## src/rtl/dtpc_pkg.sv

```systemverilog
// Shared types and constants for the depth to point cloud core.
`timescale 1ns / 1ps
package dtpc_pkg;

  localparam int MAG_W    = 25;
  localparam int DEN_W    = 48;
  localparam int DVS_W    = DEN_W + 1;
  localparam int NUM_W    = 63;
  localparam int Q_W      = 33;
  localparam int REM_W    = DVS_W + 1;
  localparam int COUNT_W  = 25;
  localparam int SIZE_W   = 14;
  localparam int FIFO_DEPTH = 2;

  localparam logic [2:0] REG_ENABLE   = 3'd0;
  localparam logic [2:0] REG_WIDTH    = 3'd1;
  localparam logic [2:0] REG_HEIGHT   = 3'd2;
  localparam logic [2:0] REG_FOCAL_X  = 3'd3;
  localparam logic [2:0] REG_FOCAL_Y  = 3'd4;
  localparam logic [2:0] REG_CENTER_X = 3'd5;
  localparam logic [2:0] REG_CENTER_Y = 3'd6;
  localparam logic [2:0] REG_MIN_INV  = 3'd7;

  typedef struct packed {
    logic               kept;
    logic               last;
    logic [23:0]        d;
    logic               neg_x;
    logic [MAG_W-1:0]   mag_x;
    logic               neg_y;
    logic [MAG_W-1:0]   mag_y;
    logic [COUNT_W-1:0] count;
  } dtpc_job_t;

  typedef struct packed {
    logic        push;
    logic        full;
    logic        pop;
    logic        empty;
  } dtpc_q_ctl_t;

  typedef enum logic [2:0] {
    ST_IDLE,
    ST_MUL,
    ST_LOAD,
    ST_DIV,
    ST_FIN,
    ST_OUT
  } dtpc_state_t;

endpackage

```

## src/rtl/dtpc_front.sv

```systemverilog
// Front end: raster position tracking, pixel classification and job build.
`timescale 1ns / 1ps
module dtpc_front
  import dtpc_pkg::*;
#(
  parameter int MAX_WIDTH  = 4096,
  parameter int MAX_HEIGHT = 4096
) (
  input  logic              clk,
  input  logic              rst_n,
  input  logic              in_valid,
  output logic              in_ready,
  input  logic [23:0]       in_inv_depth,
  input  logic              enable,
  input  logic [12:0]       frame_width,
  input  logic [12:0]       frame_height,
  input  logic [23:0]       center_x,
  input  logic [23:0]       center_y,
  input  logic [23:0]       min_inv_depth,
  input  logic              q_full,
  output logic              q_push,
  output dtpc_job_t         q_job
);

  localparam int CW = $clog2(MAX_WIDTH);
  localparam int RW = $clog2(MAX_HEIGHT);

  logic [CW-1:0]      column_r, column_nxt;
  logic [RW-1:0]      row_r, row_nxt;
  logic [COUNT_W-1:0] count_r, count_nxt, count_inc;
  logic [SIZE_W-1:0]  width, height;
  logic               accept, row_end, last, kept;
  logic [25:0]        diff_x, diff_y;

  always_comb begin
    if (frame_width == 13'd0) width = SIZE_W'(1);
    else if (SIZE_W'(frame_width) > SIZE_W'(MAX_WIDTH)) width = SIZE_W'(MAX_WIDTH);
    else width = SIZE_W'(frame_width);
    if (frame_height == 13'd0) height = SIZE_W'(1);
    else if (SIZE_W'(frame_height) > SIZE_W'(MAX_HEIGHT)) height = SIZE_W'(MAX_HEIGHT);
    else height = SIZE_W'(frame_height);
  end

  assign in_ready = !q_full;
  assign accept   = in_valid && in_ready;
  assign row_end  = (SIZE_W'(column_r) + SIZE_W'(1)) >= width;
  assign last     = row_end && ((SIZE_W'(row_r) + SIZE_W'(1)) >= height);
  assign kept     = enable && (in_inv_depth != 24'd0) && (in_inv_depth >= min_inv_depth);
  assign count_inc = (kept && count_r != {COUNT_W{1'b1}}) ? count_r + COUNT_W'(1) : count_r;

  assign diff_x = {1'b0, 13'(column_r), 12'b0} - {2'b0, center_x};
  assign diff_y = {1'b0, 13'(row_r), 12'b0} - {2'b0, center_y};

  always_comb begin
    q_job.kept  = kept;
    q_job.last  = last;
    q_job.d     = in_inv_depth;
    q_job.neg_x = diff_x[25];
    q_job.mag_x = diff_x[25] ? MAG_W'(-diff_x) : diff_x[MAG_W-1:0];
    q_job.neg_y = diff_y[25];
    q_job.mag_y = diff_y[25] ? MAG_W'(-diff_y) : diff_y[MAG_W-1:0];
    q_job.count = count_inc;
  end

  assign q_push = accept && enable && (kept || last);

  always_comb begin
    column_nxt = column_r;
    row_nxt    = row_r;
    count_nxt  = count_r;
    if (accept) begin
      count_nxt = count_inc;
      if (row_end) begin
        column_nxt = '0;
        if (last) begin
          row_nxt   = '0;
          count_nxt = '0;
        end else begin
          row_nxt = row_r + RW'(1);
        end
      end else begin
        column_nxt = column_r + CW'(1);
      end
    end
  end

  always_ff @(posedge clk) begin
    if (!rst_n) begin
      column_r <= '0;
      row_r    <= '0;
      count_r  <= '0;
    end else begin
      column_r <= column_nxt;
      row_r    <= row_nxt;
      count_r  <= count_nxt;
    end
  end

endmodule

```

## src/rtl/dtpc_fifo.sv

```systemverilog
// Two-entry job queue between front and back.
`timescale 1ns / 1ps
module dtpc_fifo
  import dtpc_pkg::*;
(
  input  logic        clk,
  input  logic        rst_n,
  input  dtpc_q_ctl_t ctl_in,
  output logic        full,
  output logic        empty,
  input  dtpc_job_t   wr_job,
  output dtpc_job_t   rd_job
);

  dtpc_job_t mem_r [FIFO_DEPTH];
  logic      wr_ptr_r, rd_ptr_r;
  logic [1:0] fill_r;

  assign full   = fill_r == 2'(FIFO_DEPTH);
  assign empty  = fill_r == 2'd0;
  assign rd_job = mem_r[rd_ptr_r];

  always_ff @(posedge clk) begin
    if (ctl_in.push) mem_r[wr_ptr_r] <= wr_job;
  end

  always_ff @(posedge clk) begin
    if (!rst_n) begin
      wr_ptr_r <= 1'b0;
      rd_ptr_r <= 1'b0;
      fill_r   <= '0;
    end else begin
      if (ctl_in.push) wr_ptr_r <= !wr_ptr_r;
      if (ctl_in.pop)  rd_ptr_r <= !rd_ptr_r;
      if (ctl_in.push && !ctl_in.pop)      fill_r <= fill_r + 2'd1;
      else if (!ctl_in.push && ctl_in.pop) fill_r <= fill_r - 2'd1;
    end
  end

endmodule

```

## src/rtl/dtpc_back.sv

```systemverilog
// Back end: focal multiply, shared radix-2 divider, saturation and result register.
`timescale 1ns / 1ps
module dtpc_back
  import dtpc_pkg::*;
(
  input  logic               clk,
  input  logic               rst_n,
  input  logic               q_empty,
  output logic               q_pop,
  input  dtpc_job_t          q_job,
  input  logic [23:0]        focal_x,
  input  logic [23:0]        focal_y,
  output logic               out_valid,
  input  logic               out_ready,
  output logic               out_point_valid,
  output logic signed [31:0] out_point_x,
  output logic signed [31:0] out_point_y,
  output logic [31:0]        out_point_z,
  output logic               out_frame_end,
  output logic [24:0]        out_point_count
);

  dtpc_state_t state_r, state_nxt;
  dtpc_job_t   job_r;
  logic [1:0]  phase_r;
  logic [5:0]  cnt_r;
  logic [DEN_W-1:0] den_r;
  logic [DVS_W-1:0] dvs_r;
  logic [REM_W-1:0] rem_r;
  logic [Q_W-1:0]   num_r, q_r;
  logic             ovf_r;
  logic [31:0]      px_r, py_r, pz_r;
  logic             out_valid_r;

  logic [23:0]      fxe, fye;
  logic [MAG_W-1:0] mag_sel;
  logic             neg_sel;
  logic [NUM_W-1:0] n_val;
  logic [DVS_W-1:0] dvs_val;
  logic             ovf_val;
  logic [REM_W-1:0] t_val;
  logic             ge;
  logic [31:0]      sat_val;
  logic             out_free;

  assign fxe = (focal_x == 24'd0) ? 24'd1 : focal_x;
  assign fye = (focal_y == 24'd0) ? 24'd1 : focal_y;
  assign out_free = !out_valid_r || out_ready;

  always_comb begin
    unique case (phase_r)
      2'd0:    begin mag_sel = job_r.mag_x; neg_sel = job_r.neg_x; end
      2'd1:    begin mag_sel = job_r.mag_y; neg_sel = job_r.neg_y; end
      default: begin mag_sel = MAG_W'(1);   neg_sel = 1'b0;        end
    endcase
    n_val   = {1'b0, mag_sel, 37'b0} + NUM_W'(den_r);
    dvs_val = {den_r, 1'b0};
    ovf_val = {19'b0, n_val} >= {dvs_val, 33'b0};
    t_val   = {rem_r[REM_W-2:0], num_r[Q_W-1]};
    ge      = t_val >= {1'b0, dvs_r};
    if (phase_r == 2'd2) begin
      sat_val = (ovf_r || q_r[32]) ? 32'hFFFF_FFFF : q_r[31:0];
    end else if (!neg_sel) begin
      sat_val = (ovf_r || q_r > 33'h0_7FFF_FFFF) ? 32'h7FFF_FFFF : q_r[31:0];
    end else begin
      sat_val = (ovf_r || q_r > 33'h0_8000_0000) ? 32'h8000_0000 : 32'(-q_r[31:0]);
    end
  end

  always_comb begin
    state_nxt = state_r;
    q_pop     = 1'b0;
    unique case (state_r)
      ST_IDLE: begin
        if (!q_empty) begin
          q_pop     = 1'b1;
          state_nxt = q_job.kept ? ST_MUL : ST_OUT;
        end
      end
      ST_MUL:  state_nxt = ST_LOAD;
      ST_LOAD: state_nxt = ST_DIV;
      ST_DIV:  if (cnt_r == 6'd1) state_nxt = ST_FIN;
      ST_FIN:  state_nxt = (phase_r == 2'd2) ? ST_OUT : ST_MUL;
      ST_OUT:  if (out_free) state_nxt = ST_IDLE;
      default: state_nxt = ST_IDLE;
    endcase
  end

  always_ff @(posedge clk) begin
    if (!rst_n) state_r <= ST_IDLE;
    else        state_r <= state_nxt;
  end

  always_ff @(posedge clk) begin
    case (state_r)
      ST_IDLE: begin
        job_r   <= q_job;
        phase_r <= 2'd0;
        px_r    <= '0;
        py_r    <= '0;
        pz_r    <= '0;
      end
      ST_MUL: begin
        case (phase_r)
          2'd0:    den_r <= fxe * job_r.d;
          2'd1:    den_r <= fye * job_r.d;
          default: den_r <= DEN_W'(job_r.d);
        endcase
      end
      ST_LOAD: begin
        dvs_r <= dvs_val;
        ovf_r <= ovf_val;
        rem_r <= REM_W'(n_val[NUM_W-1:Q_W]);
        num_r <= n_val[Q_W-1:0];
        q_r   <= '0;
        cnt_r <= 6'(Q_W);
      end
      ST_DIV: begin
        rem_r <= ge ? t_val - {1'b0, dvs_r} : t_val;
        num_r <= {num_r[Q_W-2:0], 1'b0};
        q_r   <= {q_r[Q_W-2:0], ge};
        cnt_r <= cnt_r - 6'd1;
      end
      ST_FIN: begin
        case (phase_r)
          2'd0:    px_r <= sat_val;
          2'd1:    py_r <= sat_val;
          default: pz_r <= sat_val;
        endcase
        phase_r <= phase_r + 2'd1;
      end
      default: ;
    endcase
  end

  always_ff @(posedge clk) begin
    if (state_r == ST_OUT && out_free) begin
      out_point_valid <= job_r.kept;
      out_point_x     <= px_r;
      out_point_y     <= py_r;
      out_point_z     <= pz_r;
      out_frame_end   <= job_r.last;
      out_point_count <= job_r.count;
    end
  end

  always_ff @(posedge clk) begin
    if (!rst_n) begin
      out_valid_r <= 1'b0;
    end else if (state_r == ST_OUT && out_free) begin
      out_valid_r <= 1'b1;
    end else if (out_ready) begin
      out_valid_r <= 1'b0;
    end
  end

  assign out_valid = out_valid_r;

endmodule

```

## src/rtl/depth_to_point_cloud_core.sv

```systemverilog
// Top level of the depth to point cloud core: registers, front, queue and back.
//
//   channel  direction  handshake              payload
//   in       input      in_valid / in_ready    in_inv_depth
//   out      output     out_valid / out_ready  out_point_valid/x/y/z, out_frame_end, out_point_count
//   cfg      input      cfg_we                 cfg_index, cfg_data
//
// The front takes one pixel per cycle while the two-entry queue has room; dropped pixels
// enter the queue only when they end the frame. A kept pixel is worked in the back by
// the one-bit-per-cycle divider shared by x, y and z; a frame end with no point skips it.
// Reset (synchronous, rst_n low) clears position, count, queue and out_valid, not the result data.
// A stalled result holds in the output register while the back finishes the next job.
`timescale 1ns / 1ps
module depth_to_point_cloud_core
  import dtpc_pkg::*;
#(
  parameter int MAX_WIDTH  = 4096,
  parameter int MAX_HEIGHT = 4096
) (
  input  logic               clk,
  input  logic               rst_n,
  input  logic               in_valid,
  output logic               in_ready,
  input  logic [23:0]        in_inv_depth,
  output logic               out_valid,
  input  logic               out_ready,
  output logic               out_point_valid,
  output logic signed [31:0] out_point_x,
  output logic signed [31:0] out_point_y,
  output logic [31:0]        out_point_z,
  output logic               out_frame_end,
  output logic [24:0]        out_point_count,
  input  logic               cfg_we,
  input  logic [2:0]         cfg_index,
  input  logic [23:0]        cfg_data
);

  logic        enable_r;
  logic [12:0] width_r, height_r;
  logic [23:0] focal_x_r, focal_y_r, center_x_r, center_y_r, min_inv_r;

  always_ff @(posedge clk) begin
    if (!rst_n) begin
      enable_r   <= 1'b0;
      width_r    <= 13'd640;
      height_r   <= 13'd480;
      focal_x_r  <= 24'd1777827;
      focal_y_r  <= 24'd1776921;
      center_x_r <= 24'd1340417;
      center_y_r <= 24'd985200;
      min_inv_r  <= 24'd1049;
    end else if (cfg_we) begin
      unique case (cfg_index)
        REG_ENABLE:   enable_r   <= cfg_data[0];
        REG_WIDTH:    width_r    <= cfg_data[12:0];
        REG_HEIGHT:   height_r   <= cfg_data[12:0];
        REG_FOCAL_X:  focal_x_r  <= cfg_data;
        REG_FOCAL_Y:  focal_y_r  <= cfg_data;
        REG_CENTER_X: center_x_r <= cfg_data;
        REG_CENTER_Y: center_y_r <= cfg_data;
        REG_MIN_INV:  min_inv_r  <= cfg_data;
        default: ;
      endcase
    end
  end

  dtpc_q_ctl_t q_ctl;
  dtpc_job_t   push_job, head_job;

  dtpc_front #(
    .MAX_WIDTH  (MAX_WIDTH),
    .MAX_HEIGHT (MAX_HEIGHT)
  ) u_front (
    .clk           (clk),
    .rst_n         (rst_n),
    .in_valid      (in_valid),
    .in_ready      (in_ready),
    .in_inv_depth  (in_inv_depth),
    .enable        (enable_r),
    .frame_width   (width_r),
    .frame_height  (height_r),
    .center_x      (center_x_r),
    .center_y      (center_y_r),
    .min_inv_depth (min_inv_r),
    .q_full        (q_ctl.full),
    .q_push        (q_ctl.push),
    .q_job         (push_job)
  );

  dtpc_fifo u_fifo (
    .clk    (clk),
    .rst_n  (rst_n),
    .ctl_in (q_ctl),
    .full   (q_ctl.full),
    .empty  (q_ctl.empty),
    .wr_job (push_job),
    .rd_job (head_job)
  );

  dtpc_back u_back (
    .clk             (clk),
    .rst_n           (rst_n),
    .q_empty         (q_ctl.empty),
    .q_pop           (q_ctl.pop),
    .q_job           (head_job),
    .focal_x         (focal_x_r),
    .focal_y         (focal_y_r),
    .out_valid       (out_valid),
    .out_ready       (out_ready),
    .out_point_valid (out_point_valid),
    .out_point_x     (out_point_x),
    .out_point_y     (out_point_y),
    .out_point_z     (out_point_z),
    .out_frame_end   (out_frame_end),
    .out_point_count (out_point_count)
  );

endmodule
```

## config.mk

```make
export PLATFORM = sky130hd
export DESIGN_NAME = depth_to_point_cloud_core
export DESIGN_NICKNAME = d
export VERILOG_FILES = /design/src/rtl/dtpc_pkg.sv /design/src/rtl/dtpc_front.sv /design/src/rtl/dtpc_fifo.sv /design/src/rtl/dtpc_back.sv /design/src/rtl/depth_to_point_cloud_core.sv
export SDC_FILE = /design/constraint.sdc
export NUM_CORES = 2
export LEC_CHECK = 0
export ABC_AREA = 1
export BUFFER_PORTS_ARGS = -buffer_cell sky130_fd_sc_hd__buf_2
export CORE_UTILIZATION = 50
export CTS_CLUSTER_DIAMETER = 60
export CTS_CLUSTER_SIZE = 28
export DETAILED_ROUTE_END_ITERATION = 16
export PLACE_DENSITY = 0.66
export SYNTH_ARGS = -nofsm -noshare
export SYNTH_HDL_FRONTEND = slang
export SYNTH_SLANG_ARGS = --single-unit
export TNS_END_PERCENT = 10
```

## constraint.sdc

```tcl
create_clock -name clk -period 8.84 [get_ports clk]
set_input_delay 0.442 -clock clk [delete_from_list [all_inputs] [get_ports clk]]
set_output_delay 0.442 -clock clk [all_outputs]
set_load 0.02 [all_outputs]
```

==> impl_summary.md <==
Floorplanning
The region available for standard cell placement spans 172000 µm². Measured along the y axis, the die boundary spans 419 µm. The initial utilization of the core area, before any placement, comes to 0.505. In this run the horizontal extent of the chip is 419 µm. Row generation in the floorplan step produced 152 rows.

The die area is 176000 µm². In this run the count of I/O pins placed on the die edge is 181.

Worst setup path
The largest single stage delay on the critical path is 0.88 ns. The worst setup path is captured at a flip-flop. STA puts the critical path data arrival time at slightly below 9 ns.

The number of buffers and inverters on the critical path is 5. The critical path's top delay family is simple AND/OR/NAND/NOR gates. In this run the worst path has a maximum fanout of 10. The launch instance of the worst register-to-register path is focal_y_r[23]$_SDFFE_PN0P_. For the worst setup path, the data required time is between 9 and 10 ns. The cell with the biggest individual delay on the critical path is sky130_fd_sc_hd__nor4_1. The worst setup path is launched from a flip-flop. The most critical setup path has its startpoint at focal_y_r[23]$_SDFFE_PN0P_.

Counting stages on the worst path, the most repeated cell is sky130_fd_sc_hd__fa_1. The class of the most critical setup path is reg -> reg.

Placed design
The half-perimeter wire length of the detailed placement result is 222000 µm. The number of input and output port buffers inserted is 180. At the end of routability-driven placement, the weighted congestion stood at 0.984.

Timing
The relative max-transition margin is 0.0868. The worst path in the final design needs a cycle of approximately 8.5 ns, including I/O delays and setup. Static timing analysis puts the maximum clock frequency at 118 MHz. The number of endpoints with negative hold slack in the final report is 0. Setup repair after global routing left no endpoint under its margin.

The setup violation total in the final timing report is 0. The final worst clock skew is about 0.071 ns. The transition time at the pin with the least slew margin is ~1.4 ns. The sum of negative setup slack is 0 ns.

The final count of pins violating max slew is 0. The portion of the clock cycle consumed by the worst path in the final layout is 0.962.

Global routing
In the global route stage, overall resource usage came out at 0.326. Global routing finished with a remaining overflow of 0. The global-route wire length before repair is 428000 µm. The number of global-route vias before repair is 70.3k. The number of antenna violations at the first check in global routing is 16. The maximum number of pins on one net before global-route repair is 91.

Finish
The filler cell count is between 15k and 20k. The synthesis-to-layout area growth is 7.57%. The final layout contains 12.0k nets. Of the cells placed in the final design, the portion with a size suffix greater than 1 is 0.0593.

Drt
The routed layout has 70.2k vias. After detailed routing, the total wire length is about 280000 µm. The DRC violation total after the first TritonRoute iteration is 5994. The routed wirelength normalized by instance count is 22.1 µm. The number of remaining DRC errors is 0.

The first-pass iteration count of the detailed router is 8. In this run the remaining antenna-violating nets after routing total 0. After detailed routing, the number of vias per cell comes to 5.46.

Clock network
The clock input transition at the sequential cells of the worst setup and hold paths is roughly 0.090 ns. The number of clock buffers inserted by TritonCTS is 81. The clock tree buffer depth is 3.

The total number of clock tree sinks is 953. Post-CTS timing repair inserted 0 buffers for setup. The later pin in the worst-skew pair is clocked with a latency of 0.77 ns. The total number of H-tree levels is 3. The cell sitting at the root of the clock tree is a sky130_fd_sc_hd__clkbuf_16. TritonCTS built the clock tree.

Hold path
The startpoint identified for the worst hold timing path is out_ready. The path class of the tightest hold or removal check is in -> reg.

Synth
The share of synthesized area occupied by flip-flops and latches is 0.305. In the synthesized netlist, the number of instances is around 10k. The number of synthesized register bits is 953. The number of distinct standard cells referenced by the synthesized netlist is between 60 and 70. The most used flip-flop cell after synthesis is sky130_fd_sc_hd__edfxtp_1. The post-synthesis async set-or-reset flop share is 0.

Averaged over all synthesized cells, the footprint is slightly above 8 µm². The number of nets in the synthesized netlist is around 12k. The mapped cell area is 87000 µm². For this run, the number of Yosys warnings is 0.

The number of enable-type register cells in the synthesized netlist is 748.

Job
Max-cap violations in this run came to 0.

Status
The run finished with clean final reports.
-- state kept, by name (all words and copies together), names as in the netlist, 32 cells and up, named ones only --
signal,flops
u_back.den_r,48
u_back.dvs_r,48
u_back.job_r,103
u_back.num_r,33
u_back.out_point_x,32
u_back.out_point_y,32
u_back.out_point_z,32
u_back.px_r,32
u_back.py_r,32
u_back.pz_r,32
u_back.q_r,33
u_back.rem_r,49
u_fifo.mem_r,206
-- cell usage after synthesis, types with 27 or more instances --
master	number	area share
sky130_fd_sc_hd__a21oi_1	421	0.024
sky130_fd_sc_hd__buf_1	68	0.0029
sky130_fd_sc_hd__clkbuf_1	316	0.014
sky130_fd_sc_hd__dfxtp_1	205	0.047
sky130_fd_sc_hd__edfxtp_1	748	0.26
sky130_fd_sc_hd__fa_1	966	0.22
sky130_fd_sc_hd__ha_1	523	0.075
sky130_fd_sc_hd__inv_1	2256	0.097
sky130_fd_sc_hd__nand2_1	2792	0.12
sky130_fd_sc_hd__nand2_2	27	0.0019
sky130_fd_sc_hd__nand3_1	344	0.020
sky130_fd_sc_hd__nand3b_1	34	0.0029
sky130_fd_sc_hd__nand4_1	143	0.010
sky130_fd_sc_hd__nor2_1	653	0.028
sky130_fd_sc_hd__nor3_1	67	0.0039
sky130_fd_sc_hd__nor4_1	40	0.0029
sky130_fd_sc_hd__o211ai_1	37	0.0032
sky130_fd_sc_hd__o21ai_0	346	0.020
sky130_fd_sc_hd__o31ai_1	29	0.0025
sky130_fd_sc_hd__or2_2	34	0.0024
sky130_fd_sc_hd__xnor2_1	52	0.0052
sky130_fd_sc_hd__xor2_1	100	0.010
-- cell usage in the layout (no fill, tap or decap), drive strengths merged, types with 8 or more instances in the layout --
cell type,instances
a22o,20
a21boi,10
a31oi,13
nand2,2822
clkbuf,83
a21o,17
nor3,71
nand3b,34
o31ai,29
nor4,40
or2,34
ha,523
nand3,353
clkinv,42
buf,322
xor2,103
dfxtp,205
o211ai,37
dlygate4sd3,20
o21bai,12
edfxtp,748
inv,2298
nor2,689
a21oi,425
o21ai,359
xnor2,52
and2,11
o21a,17
fa,966
a211oi,8
nand4,146
-- worst min-delay path, delay by kind of cell --
kind	cells	cell delay, ns
buf+inv	2	0.17
compound gates	1	0.08
simple gates	1	0.07
-- cells by family (layout without fill, tap and decap cells) --
group           count (synthesis)  count (layout)  share of synthesized area
compound gates                975             975                     0.0626
xor+xnor                      155             155                     0.0159
fa+ha+maj                    1489            1489                      0.297
buf+inv                      2702            2768                      0.118
flops                         953             953                      0.305
other cells                     0               1                          0
simple gates                 4210            4210                      0.200
-- through the flow --
| step | utilization | instance area (µm²) | hold slack (ns) | setup slack (ns) | cells |
|---|---|---|---|---|---|
| finish | 0.543 | 93600 | 0.0477 | 0.339 | 12900 |
| global route | 0.543 | 93600 | 0.0297 | 0.149 | 12900 |
| CTS | 0.543 | 93600 | 0.00781 | 0.490 | 12900 |
| detailed placement | 0.525 | 90400 | 0.405 | 0.542 | 12700 |
| global placement | 0.524 | 90400 | 0.400 | 0.583 | 12700 |
| floorplan | - | 87000 | 0.400 | 1.62 | 10500 |
-- what timing repair did --
action | CTS | global route
hold buffers | 20 | 0
hold endpoints to repair | 35 | 0
resized for setup | 0 | 0
setup endpoints to repair | 0 | 0
-- per-layer routing --
metal | up-vias | wire (µm) | track usage
met2 | 2813 | 131000 | 0.520
met1 | 34500 | 117000 | 0.430
li1 | 32300 | - | -
met5 | - | 20 | 0
met4 | 4 | 16200 | 0.167
met3 | 649 | 20800 | 0.0500
-- layout make-up --
class | instances | area (µm²) | share of cell area
inverters | 2277 | 8550 | 0.0914
diodes | 1 | 2.50 | 0.0000267
flip-flops and latches | 953 | 26600 | 0.284
multi-input cells | 6829 | 50200 | 0.537
well taps | 2310 | 2890 | 0.0309
repair buffers | 342 | 2350 | 0.0251
clock inverters | 66 | 953 | 0.0102
clock buffers | 83 | 2040 | 0.0218
-- path summary, 6_finish.rpt --
| path | end | slack [ns] | cells after the start |
|---|---|---|---|
| worst max-delay path | u_back.den_r[41]$_DFFE_PP_ | 0.34 | 26 |
| worst min register to register | u_back.out_point_z[27]$_DFFE_PP_ | 0.42 | 0 |
| worst min-delay path | u_back.out_valid$_SDFFE_PN0P_ | 0.05 | 4 |
| worst max register to register | u_back.den_r[41]$_DFFE_PP_ | 0.34 | 26 |
Power is left out: the tool's default activity adds up to more than one toggle a clock period on the data nets, which glitch-free logic cannot reach.
